File: config.mk
export PLATFORM = sky130hd
export DESIGN_NAME = fat32_directory_entry_search_flat
export DESIGN_NICKNAME = d
export VERILOG_FILES = /design/src/hdl/fds_pkg.sv /design/src/hdl/fds_entry_if.sv /design/src/hdl/fds_result_if.sv /design/src/hdl/fds_eval.sv /design/src/hdl/fat32_directory_entry_search.sv /design/src/flat_wrapper.sv
export SDC_FILE = /design/constraint.sdc
export NUM_CORES = 1
export LEC_CHECK = 0
export BUFFER_PORTS_ARGS = -buffer_cell sky130_fd_sc_hd__buf_2
export CAP_MARGIN = 10
export CORE_ASPECT_RATIO = 0.9
export CORE_MARGIN = 10
export CORE_UTILIZATION = 56
export CTS_CLUSTER_SIZE = 20
export DETAILED_ROUTE_END_ITERATION = 16
export GPL_ROUTABILITY_DRIVEN = 1
export HOLD_SLACK_MARGIN = 0.03
export PLACE_DENSITY = 0.8
export SLEW_MARGIN = 20
export SYNTH_ARGS = -nofsm -noshare
export SYNTH_HDL_FRONTEND = slang
export SYNTH_HIERARCHICAL = 1
export SYNTH_SLANG_ARGS = --single-unit
File: constraint.sdc
create_clock -name i_clk -period 6.91 [get_ports i_clk]
set_input_delay 0.691 -clock i_clk [delete_from_list [all_inputs] [get_ports i_clk]]
set_output_delay 0.691 -clock i_clk [all_outputs]
set_load 0.005 [all_outputs]
File: src/hdl/fds_pkg.sv
// Shared types, codes and constants for the FAT32 directory entry search.
`timescale 1ns / 1ps

package fds_pkg;

    // Result status codes
    localparam logic [2:0] STATUS_SKIPPED   = 3'd0;
    localparam logic [2:0] STATUS_FOUND     = 3'd1;
    localparam logic [2:0] STATUS_LISTED    = 3'd2;
    localparam logic [2:0] STATUS_END       = 3'd3;
    localparam logic [2:0] STATUS_EXHAUSTED = 3'd4;
    localparam logic [2:0] STATUS_CLOSED    = 3'd5;

    // Search modes
    localparam logic [1:0] MODE_ORDINAL = 2'd0;
    localparam logic [1:0] MODE_FILE    = 2'd1;
    localparam logic [1:0] MODE_PREFIX  = 2'd2;
    localparam logic [1:0] MODE_LIST    = 2'd3;

    // Configuration register indexes
    localparam logic [2:0] CFG_SEARCH_MODE   = 3'd0;
    localparam logic [2:0] CFG_TARGET_INDEX  = 3'd1;
    localparam logic [2:0] CFG_TARGET_NAME   = 3'd2;
    localparam logic [2:0] CFG_TARGET_EXT    = 3'd3;
    localparam logic [2:0] CFG_PREFIX_LENGTH = 3'd4;

    localparam int          CFG_INDEX_W      = 3;
    localparam int          CFG_DATA_W       = 64;
    localparam logic [3:0]  PREFIX_RESET     = 4'd8;

    localparam logic [7:0]  DELETED_MARK     = 8'hE5;
    localparam logic [7:0]  END_MARK         = 8'h00;
    localparam logic [7:0]  ATTR_KIND_MASK   = 8'h0F;
    localparam int          ATTR_DIR_BIT     = 4;

    typedef struct packed {
        logic [1:0]  search_mode;
        logic [14:0] target_index;
        logic [63:0] target_name;
        logic [23:0] target_ext;
        logic [3:0]  prefix_length;
    } t_cfg;

    typedef struct packed {
        logic        start_search;
        logic        last_in_directory;
        logic [63:0] entry_name;
        logic [23:0] entry_ext;
        logic [7:0]  entry_attrib;
        logic [15:0] cluster_high;
        logic [15:0] cluster_low;
        logic [31:0] entry_size;
    } t_entry;

    typedef struct packed {
        logic [15:0] entry_counter;
        logic [31:0] byte_total;
        logic        search_closed;
    } t_state;

    typedef struct packed {
        logic [2:0]  status;
        logic [31:0] first_cluster;
        logic [31:0] file_size;
        logic        is_directory;
        logic [15:0] entries_counted;
        logic [31:0] total_bytes;
    } t_result;

endpackage

File: src/hdl/fds_entry_if.sv
// Input channel carrying one directory entry word.
`timescale 1ns / 1ps

interface fds_entry_if;
    logic        valid;
    logic        ready;
    logic        start_search;
    logic        last_in_directory;
    logic [63:0] entry_name;
    logic [23:0] entry_ext;
    logic [7:0]  entry_attrib;
    logic [15:0] cluster_high;
    logic [15:0] cluster_low;
    logic [31:0] entry_size;

    modport source (
        output valid, start_search, last_in_directory, entry_name, entry_ext,
               entry_attrib, cluster_high, cluster_low, entry_size,
        input  ready
    );
    modport sink (
        input  valid, start_search, last_in_directory, entry_name, entry_ext,
               entry_attrib, cluster_high, cluster_low, entry_size,
        output ready
    );
endinterface

File: src/hdl/fds_result_if.sv
// Output channel carrying one search result word.
`timescale 1ns / 1ps

interface fds_result_if;
    logic        valid;
    logic        ready;
    logic [2:0]  status;
    logic [31:0] first_cluster;
    logic [31:0] file_size;
    logic        is_directory;
    logic [15:0] entries_counted;
    logic [31:0] total_bytes;

    modport source (
        output valid, status, first_cluster, file_size, is_directory,
               entries_counted, total_bytes,
        input  ready
    );
    modport sink (
        input  valid, status, first_cluster, file_size, is_directory,
               entries_counted, total_bytes,
        output ready
    );
endinterface

File: src/hdl/fds_eval.sv
// Combinational evaluation of one directory entry against the search state.
`timescale 1ns / 1ps

module fds_eval (
    input  fds_pkg::t_cfg    i_cfg,
    input  fds_pkg::t_state  i_state,
    input  fds_pkg::t_entry  i_entry,
    output fds_pkg::t_state  o_state,
    output fds_pkg::t_result o_result
);
    import fds_pkg::*;

    t_state      cur;
    logic [7:0]  first_byte;
    logic        counted;
    logic        is_dir;
    logic [15:0] cnt_inc;
    logic [31:0] total_inc;
    logic        match;
    logic        report;
    logic [7:0]  byte_ok;

    assign first_byte = i_entry.entry_name[63:56];
    assign is_dir     = i_entry.entry_attrib[ATTR_DIR_BIT];
    assign counted    = (first_byte != DELETED_MARK)
                     && ((i_entry.entry_attrib & ATTR_KIND_MASK) == 8'h00);

    // Start clears the state before this word is handled
    always_comb begin
        if (i_entry.start_search) begin
            cur = '0;
        end else begin
            cur = i_state;
        end
    end

    assign cnt_inc   = cur.entry_counter + 16'd1;
    assign total_inc = cur.byte_total + i_entry.entry_size;

    // Byte i of the name takes part when it lies inside the prefix
    always_comb begin
        for (int i = 0; i < 8; i++) begin
            byte_ok[i] = (i_cfg.prefix_length <= 4'(i))
                      || (i_entry.entry_name[63 - 8 * i -: 8]
                          == i_cfg.target_name[63 - 8 * i -: 8]);
        end
    end

    always_comb begin
        unique case (i_cfg.search_mode)
            MODE_ORDINAL: match = (i_cfg.target_index != 15'd0)
                               && (cnt_inc == {1'b0, i_cfg.target_index});
            MODE_FILE:    match = (i_entry.entry_name == i_cfg.target_name)
                               && (i_entry.entry_ext == i_cfg.target_ext);
            MODE_PREFIX:  match = is_dir && (&byte_ok);
            default:      match = 1'b0;
        endcase
    end

    always_comb begin
        o_state = cur;
        report  = 1'b0;
        o_result.status = STATUS_SKIPPED;
        priority if (cur.search_closed) begin
            o_result.status = STATUS_CLOSED;
        end else if (first_byte == END_MARK) begin
            o_result.status       = STATUS_END;
            o_state.search_closed = 1'b1;
        end else begin
            if (counted) begin
                o_state.entry_counter = cnt_inc;
                o_state.byte_total    = total_inc;
                if (i_cfg.search_mode == MODE_LIST) begin
                    o_result.status = STATUS_LISTED;
                    report          = 1'b1;
                end else if (match) begin
                    o_result.status       = STATUS_FOUND;
                    report                = 1'b1;
                    o_state.search_closed = 1'b1;
                end
            end
            if (i_entry.last_in_directory) begin
                if (!report) begin
                    o_result.status = STATUS_EXHAUSTED;
                end
                o_state.search_closed = 1'b1;
            end
        end
        o_result.first_cluster   = report ? {i_entry.cluster_high, i_entry.cluster_low}
                                          : 32'd0;
        o_result.file_size       = report ? i_entry.entry_size : 32'd0;
        o_result.is_directory    = report && is_dir;
        o_result.entries_counted = o_state.entry_counter;
        o_result.total_bytes     = o_state.byte_total;
    end

endmodule

File: src/hdl/fat32_directory_entry_search.sv
// A word passes the input register, then the result register. Throughput, unless
// stalled: one entry word per cycle; the input register feeds the evaluation
// logic and the search state updates as the word moves into the result register.
// Reset (synchronous, active low) empties both stages, clears counter, total and
// closed flag, and loads the register defaults (prefix length eight, rest zero).
`timescale 1ns / 1ps

module fat32_directory_entry_search (
    input  logic                               i_clk,
    input  logic                               i_rst_n,
    input  logic                               i_cfg_we,
    input  logic [fds_pkg::CFG_INDEX_W-1:0]    i_cfg_index,
    input  logic [fds_pkg::CFG_DATA_W-1:0]     i_cfg_wdata,
    fds_entry_if.sink                          i_entry,
    fds_result_if.source                       o_result
);
    import fds_pkg::*;

    t_cfg    r_cfg;
    t_state  r_state;
    logic    r_s1_valid;
    t_entry  r_s1;
    logic    r_out_valid;
    t_result r_out;

    t_state  n_state;
    t_result n_out;
    t_entry  in_word;
    logic    advance;
    logic    take_in;

    assign in_word = '{
        start_search:      i_entry.start_search,
        last_in_directory: i_entry.last_in_directory,
        entry_name:        i_entry.entry_name,
        entry_ext:         i_entry.entry_ext,
        entry_attrib:      i_entry.entry_attrib,
        cluster_high:      i_entry.cluster_high,
        cluster_low:       i_entry.cluster_low,
        entry_size:        i_entry.entry_size
    };

    // Move stage one forward when the result register is free or drains
    assign advance       = r_s1_valid && (!r_out_valid || o_result.ready);
    assign i_entry.ready = !r_s1_valid || advance;
    assign take_in       = i_entry.valid && i_entry.ready;

    fds_eval u_eval (
        .i_cfg    (r_cfg),
        .i_state  (r_state),
        .i_entry  (r_s1),
        .o_state  (n_state),
        .o_result (n_out)
    );

    always_ff @(posedge i_clk) begin
        if (!i_rst_n) begin
            r_cfg <= '{
                search_mode:   MODE_ORDINAL,
                target_index:  15'd0,
                target_name:   64'd0,
                target_ext:    24'd0,
                prefix_length: PREFIX_RESET
            };
        end else if (i_cfg_we) begin
            unique case (i_cfg_index)
                CFG_SEARCH_MODE:   r_cfg.search_mode   <= i_cfg_wdata[1:0];
                CFG_TARGET_INDEX:  r_cfg.target_index  <= i_cfg_wdata[14:0];
                CFG_TARGET_NAME:   r_cfg.target_name   <= i_cfg_wdata;
                CFG_TARGET_EXT:    r_cfg.target_ext    <= i_cfg_wdata[23:0];
                CFG_PREFIX_LENGTH: r_cfg.prefix_length <= i_cfg_wdata[3:0];
                default: ;
            endcase
        end
    end

    always_ff @(posedge i_clk) begin
        if (!i_rst_n) begin
            r_s1_valid  <= 1'b0;
            r_out_valid <= 1'b0;
            r_state     <= '0;
        end else begin
            if (take_in) begin
                r_s1_valid <= 1'b1;
            end else if (advance) begin
                r_s1_valid <= 1'b0;
            end
            if (advance) begin
                r_out_valid <= 1'b1;
                r_state     <= n_state;
            end else if (o_result.ready) begin
                r_out_valid <= 1'b0;
            end
        end
    end

    // Payload registers: no reset
    always_ff @(posedge i_clk) begin
        if (take_in) begin
            r_s1 <= in_word;
        end
        if (advance) begin
            r_out <= n_out;
        end
    end

    assign o_result.valid           = r_out_valid;
    assign o_result.status          = r_out.status;
    assign o_result.first_cluster   = r_out.first_cluster;
    assign o_result.file_size       = r_out.file_size;
    assign o_result.is_directory    = r_out.is_directory;
    assign o_result.entries_counted = r_out.entries_counted;
    assign o_result.total_bytes     = r_out.total_bytes;

endmodule

File: src/flat_wrapper.sv
// flat-port wrapper written by rule: the top's interface ports become plain ports
module fat32_directory_entry_search_flat import fds_pkg::*;
  (i_clk, i_rst_n, i_cfg_we, i_cfg_index, i_cfg_wdata, i_entry_valid, i_entry_start_search, i_entry_last_in_directory, i_entry_entry_name, i_entry_entry_ext, i_entry_entry_attrib, i_entry_cluster_high, i_entry_cluster_low, i_entry_entry_size, i_entry_ready, o_result_valid, o_result_status, o_result_first_cluster, o_result_file_size, o_result_is_directory, o_result_entries_counted, o_result_total_bytes, o_result_ready);
  fds_entry_if i_entry_i ();
  fds_result_if o_result_i ();
  input  logic i_clk;
  input  logic i_rst_n;
  input  logic i_cfg_we;
  input  logic [fds_pkg::CFG_INDEX_W-1:0] i_cfg_index;
  input  logic [fds_pkg::CFG_DATA_W-1:0] i_cfg_wdata;
  input wire logic [$bits(i_entry_i.valid)-1:0] i_entry_valid;
  input wire logic [$bits(i_entry_i.start_search)-1:0] i_entry_start_search;
  input wire logic [$bits(i_entry_i.last_in_directory)-1:0] i_entry_last_in_directory;
  input wire logic [$bits(i_entry_i.entry_name)-1:0] i_entry_entry_name;
  input wire logic [$bits(i_entry_i.entry_ext)-1:0] i_entry_entry_ext;
  input wire logic [$bits(i_entry_i.entry_attrib)-1:0] i_entry_entry_attrib;
  input wire logic [$bits(i_entry_i.cluster_high)-1:0] i_entry_cluster_high;
  input wire logic [$bits(i_entry_i.cluster_low)-1:0] i_entry_cluster_low;
  input wire logic [$bits(i_entry_i.entry_size)-1:0] i_entry_entry_size;
  output wire logic [$bits(i_entry_i.ready)-1:0] i_entry_ready;
  output wire logic [$bits(o_result_i.valid)-1:0] o_result_valid;
  output wire logic [$bits(o_result_i.status)-1:0] o_result_status;
  output wire logic [$bits(o_result_i.first_cluster)-1:0] o_result_first_cluster;
  output wire logic [$bits(o_result_i.file_size)-1:0] o_result_file_size;
  output wire logic [$bits(o_result_i.is_directory)-1:0] o_result_is_directory;
  output wire logic [$bits(o_result_i.entries_counted)-1:0] o_result_entries_counted;
  output wire logic [$bits(o_result_i.total_bytes)-1:0] o_result_total_bytes;
  input wire logic [$bits(o_result_i.ready)-1:0] o_result_ready;
  assign i_entry_i.valid = i_entry_valid;
  assign i_entry_i.start_search = i_entry_start_search;
  assign i_entry_i.last_in_directory = i_entry_last_in_directory;
  assign i_entry_i.entry_name = i_entry_entry_name;
  assign i_entry_i.entry_ext = i_entry_entry_ext;
  assign i_entry_i.entry_attrib = i_entry_entry_attrib;
  assign i_entry_i.cluster_high = i_entry_cluster_high;
  assign i_entry_i.cluster_low = i_entry_cluster_low;
  assign i_entry_i.entry_size = i_entry_entry_size;
  assign i_entry_ready = i_entry_i.ready;
  assign o_result_valid = o_result_i.valid;
  assign o_result_status = o_result_i.status;
  assign o_result_first_cluster = o_result_i.first_cluster;
  assign o_result_file_size = o_result_i.file_size;
  assign o_result_is_directory = o_result_i.is_directory;
  assign o_result_entries_counted = o_result_i.entries_counted;
  assign o_result_total_bytes = o_result_i.total_bytes;
  assign o_result_i.ready = o_result_ready;
  fat32_directory_entry_search u_core (.i_clk(i_clk), .i_rst_n(i_rst_n), .i_cfg_we(i_cfg_we), .i_cfg_index(i_cfg_index), .i_cfg_wdata(i_cfg_wdata), .i_entry(i_entry_i), .o_result(o_result_i));
endmodule
Word level (Yosys, flattened, before mapping)
Index checks and enable logic that the tools add are counted.
Storage, ports and cells
  register bits: 435
  word-level logic and storage cells: 112
Operators by class
  add/sub/neg operators: 2
  order comparisons: 8
  equality and inequality tests: 19
  mux-type cells: 25
  reductions and logical operators: 33
Operators by type and width (count)
  2-to-1 mux 49 bit: 3
  equality test 64 bit: 1
  equality test 8 bit: 8
  2-to-1 mux 48 bit: 1
  adder 32 bit: 1
  equality test 24 bit: 1
  adder 16 x 1 -> 16 bit, second input constant: 1
  equality test 16 x 15 -> 1 bit: 1
  <= comparator 4 x 3 -> 1 bit, second input constant: 4
  logical NOT 8 bit: 2
  2-to-1 mux 1 bit: 15
  nonzero test 15 bit: 1
  logical OR 1 bit: 10
  AND reduction 2 bit: 5
  2-to-1 mux 3 bit: 3
  <= comparator 4 x 1 -> 1 bit, second input constant: 2
  <= comparator 4 x 2 -> 1 bit, second input constant: 2
  != test 8 bit, second input constant: 1
  AND reduction 8 bit: 1
  logical AND 1 bit: 7
  equality test 3 x 2 -> 1 bit, second input constant: 2
  equality test 2 bit, second input constant: 2
  2-to-1 mux 2 bit: 2
  nonzero test 2 bit: 2
  other kinds (8): 9

Logic depth before layout (Yosys ltp)
  depth in word-level cells: 13
  gate-level depth with buffers: 19

Modules after synthesis
Netlist, hierarchy kept.
Modules (own cells, without submodules)
  fat32_directory_entry_search: instances 1, cells an instance 941, area each 14131.1 µm², seq. area each 11551.1 µm²
  fds_eval: instances 1, cells an instance 718, area each 5026.1 µm², seq. area each 0.0 µm²

Worst setup path after synthesis
OpenSTA, ideal clock, no wires.
  kind: input-to-reg
  from: input o_result_ready
  to: register u_core/r_s1[0] in the netlist's numbering (enable)
  setup time: 541 ps
  data arrival time: 4556 ps
  data required time: 6369 ps
  slack: 1814 ps
  cell stages on the path: 3
  path buffers: 0
  cell sequence: nor2b_1 -> nand2_1 -> and2_1
On the way
  cells in the longest elaborated chain, start to end: 4
Ends and longest elaborated chain
  start, declared: line flat_wrapper.sv:28  | input wire logic [$bits(o_result_i.ready)-1:0] o_result_ready;
  logical OR 1 bit: line fat32_directory_entry_search.sv:44  | assign advance = r_s1_valid && (!r_out_valid || o_result.ready);
  logical AND 1 bit: line fat32_directory_entry_search.sv:44
  logical OR 1 bit: line fat32_directory_entry_search.sv:45  | assign i_entry.ready = !r_s1_valid || advance;
  named net i_entry_ready: line flat_wrapper.sv:20  | output wire logic [$bits(i_entry_i.ready)-1:0] i_entry_ready;
  logical AND 1 bit: line fat32_directory_entry_search.sv:46  | assign take_in = i_entry.valid && i_entry.ready;
  named net u_core.take_in: line fat32_directory_entry_search.sv:30  | logic take_in;
  end signal, assigned: line fat32_directory_entry_search.sv:100  | r_s1 <= in_word;
  end, declared: line fat32_directory_entry_search.sv:22  | t_entry r_s1;
The timed path passes the listed nets, and every way through them passes these cells.
A chain may end at the register's enable or synchronous reset.

==> impl_metrics.ini <==
[sta]
fin_ws_ns = 2.700
max_freq_ghz = 0.2375
max_slew_margin = 0.2894
timing.final.hold_violations = 0
whs_ns = 0.3138
setup_violations = 0
period_share = 0.6092
tightest_slew_ns = 1.066
fin_worst_skew_ns = 0.01057
min_period_ns = 4.210
rsz0062_at_grt = false
tns_ns = 0
maxSlewViolCount = 0

[placement]
gp_congestion = 0.9230
dp_hpwl_mm = 33.37
dp_slack_ns = 2.747
port_buffers = 348
placed_cells = 2342

[worst_setup_path]
critical_path.startpoint_type = register
setup.worst_path.class = register to register
end_kind = register
crit_fanout = 52
critical_path_arrival_ns = 4.61
required_ns = 7.31

[layout]
syn2layout_area_growth_pct = 16.16
final-seq-area_um2 = 11460
stdcell_count = 2427
num-fill-cells = 2542
multi_input_area_um2 = 6798
drive_gt1_frac = 0.2329
final_common_cell = buf_2
layout.nets = 2194
final_cell_mix = buf_2, edfxtp_1, nand2_1

[yosys]
syn_area_per_cell_um2 = 11.51
netlist_area_um2 = 19070
ys_warn_count = 6
mappedNetlistNets = 1923
netlist_instances = 1656

[clock_tree]
cts_buffers = 44
cts_root_buf = clkbuf_16
clock_latency_ns = 0.55
cts_max_level = 2
cts_tree = yes
hold_buffers = 0
cts_resized = 0
cts_sinks = 435
clk_pin_slew_ns = 0.06
clockBufferDepth = 3
cts_setup_buffers = 0

[route]
wl_per_cell_um = 19.29
via_per_inst = 5.485
wl_mm = 46.81
antenna_left = 0
drc = 0
first_pass_iters = 6
drt_iter0_drc = 1014
vias = 13313

[pwr]
irDropWorstVdd_v = 0.0002034
p_leak_uw = 0.008567
power_density_nw_per_um2 = 250.3

[flow_run]
max-cap-violations = 0

[floorplan]
die_w_um = 214.5
coreArea_um2 = 33790
io_pins = 352
core.rowCount = 64
start_util = 0.5642
fp.dieArea_um2 = 41840
chipHeight_um = 195.1

[grt]
grt_pass1_wl_mm = 73.39
antenna_found_initial = 6
gr-total-overflow = 0
grt_max_degree = 129
grt_usage = 0.2176
grt_pass1_vias = 13489

[min_path]
hold_class = input port to register

[outcome]
status = completed
stage by stage:
stage,power (µW),instance area (µm²),util
finish,5544,22150,0.6554
global route,5731,22150,0.6554
CTS,5591,22110,0.6543
detailed placement,3303,20720,0.6131
global placement,3290,20720,0.6131
floorplan,3147,19070,-
power by group:
group	switching [µW]	internal (µW)	leakage, µW	total [µW]
clock network	971	1320	0.000687	2290
logic	200	134	0.00398	334
registers	46.3	2870	0.00390	2920
critical path, stage by stage (launching register included):
cell and delay, ns:
edfxtp_1 0.41, buf_4 0.29, nor2b_1 0.21, ha_1 0.26
nand4_1 0.18, nor2_4 0.25, nand4_1 0.12, a2111oi_0 0.53
o2111ai_1 0.22, nor4_2 0.41, a211oi_2 0.12, nor2_4 0.28
buf_4 0.46, and2_1 0.25
per-layer routing:
metal,GRT usage,vias to the layer above,wire length [µm]
met2,0.3763,526,23280
met5,0,-,42
li1,-,6415,-
met4,0.06849,6,1183
met3,0.04465,86,3068
met1,0.2693,6280,19230
final cells by class:
type	count	share of cell area
Sequential cell	435	0.5175
Inverter	12	0.002034
Antenna cell	3	0.0003390
Multi-Input combinational cell	1073	0.3069
Tap cell	462	0.02610
Timing Repair Buffer	361	0.08418
Clock inverter	20	0.007570
Clock buffer	61	0.05536
state kept, by name, indices dropped and copies added (netlist names):
signal,cells
u_core/r_s1,159
u_core/r_cfg,109
u_core/r_state,49
u_core/o_result.file_size,32
u_core/o_result.first_cluster,32
u_core/o_result.total_bytes,32
u_core/o_result.entries_counted,16
u_core/o_result.status,3
u_core/o_result.is_directory,1
u_core/o_result.valid,1
u_core/r_s1_valid,1
final timing paths:
check	start	endpoint	slack [ns]	depth (start not counted)
min reg2reg	u_core/r_state[3]$_SDFFE_PN0P_	u_core/r_state[3]$_SDFFE_PN0P_	0.45	2
max reg2reg	u_core/r_s1[161]$_DFFE_PP_	u_core/o_result.is_directory$_DFFE_PP_	2.70	13
max	u_core/r_s1[161]$_DFFE_PP_	u_core/o_result.is_directory$_DFFE_PP_	2.70	13
min	i_entry_entry_name[32]	u_core/r_s1[128]$_DFFE_PP_	0.31	1
(Power assumes the default switching activity.)
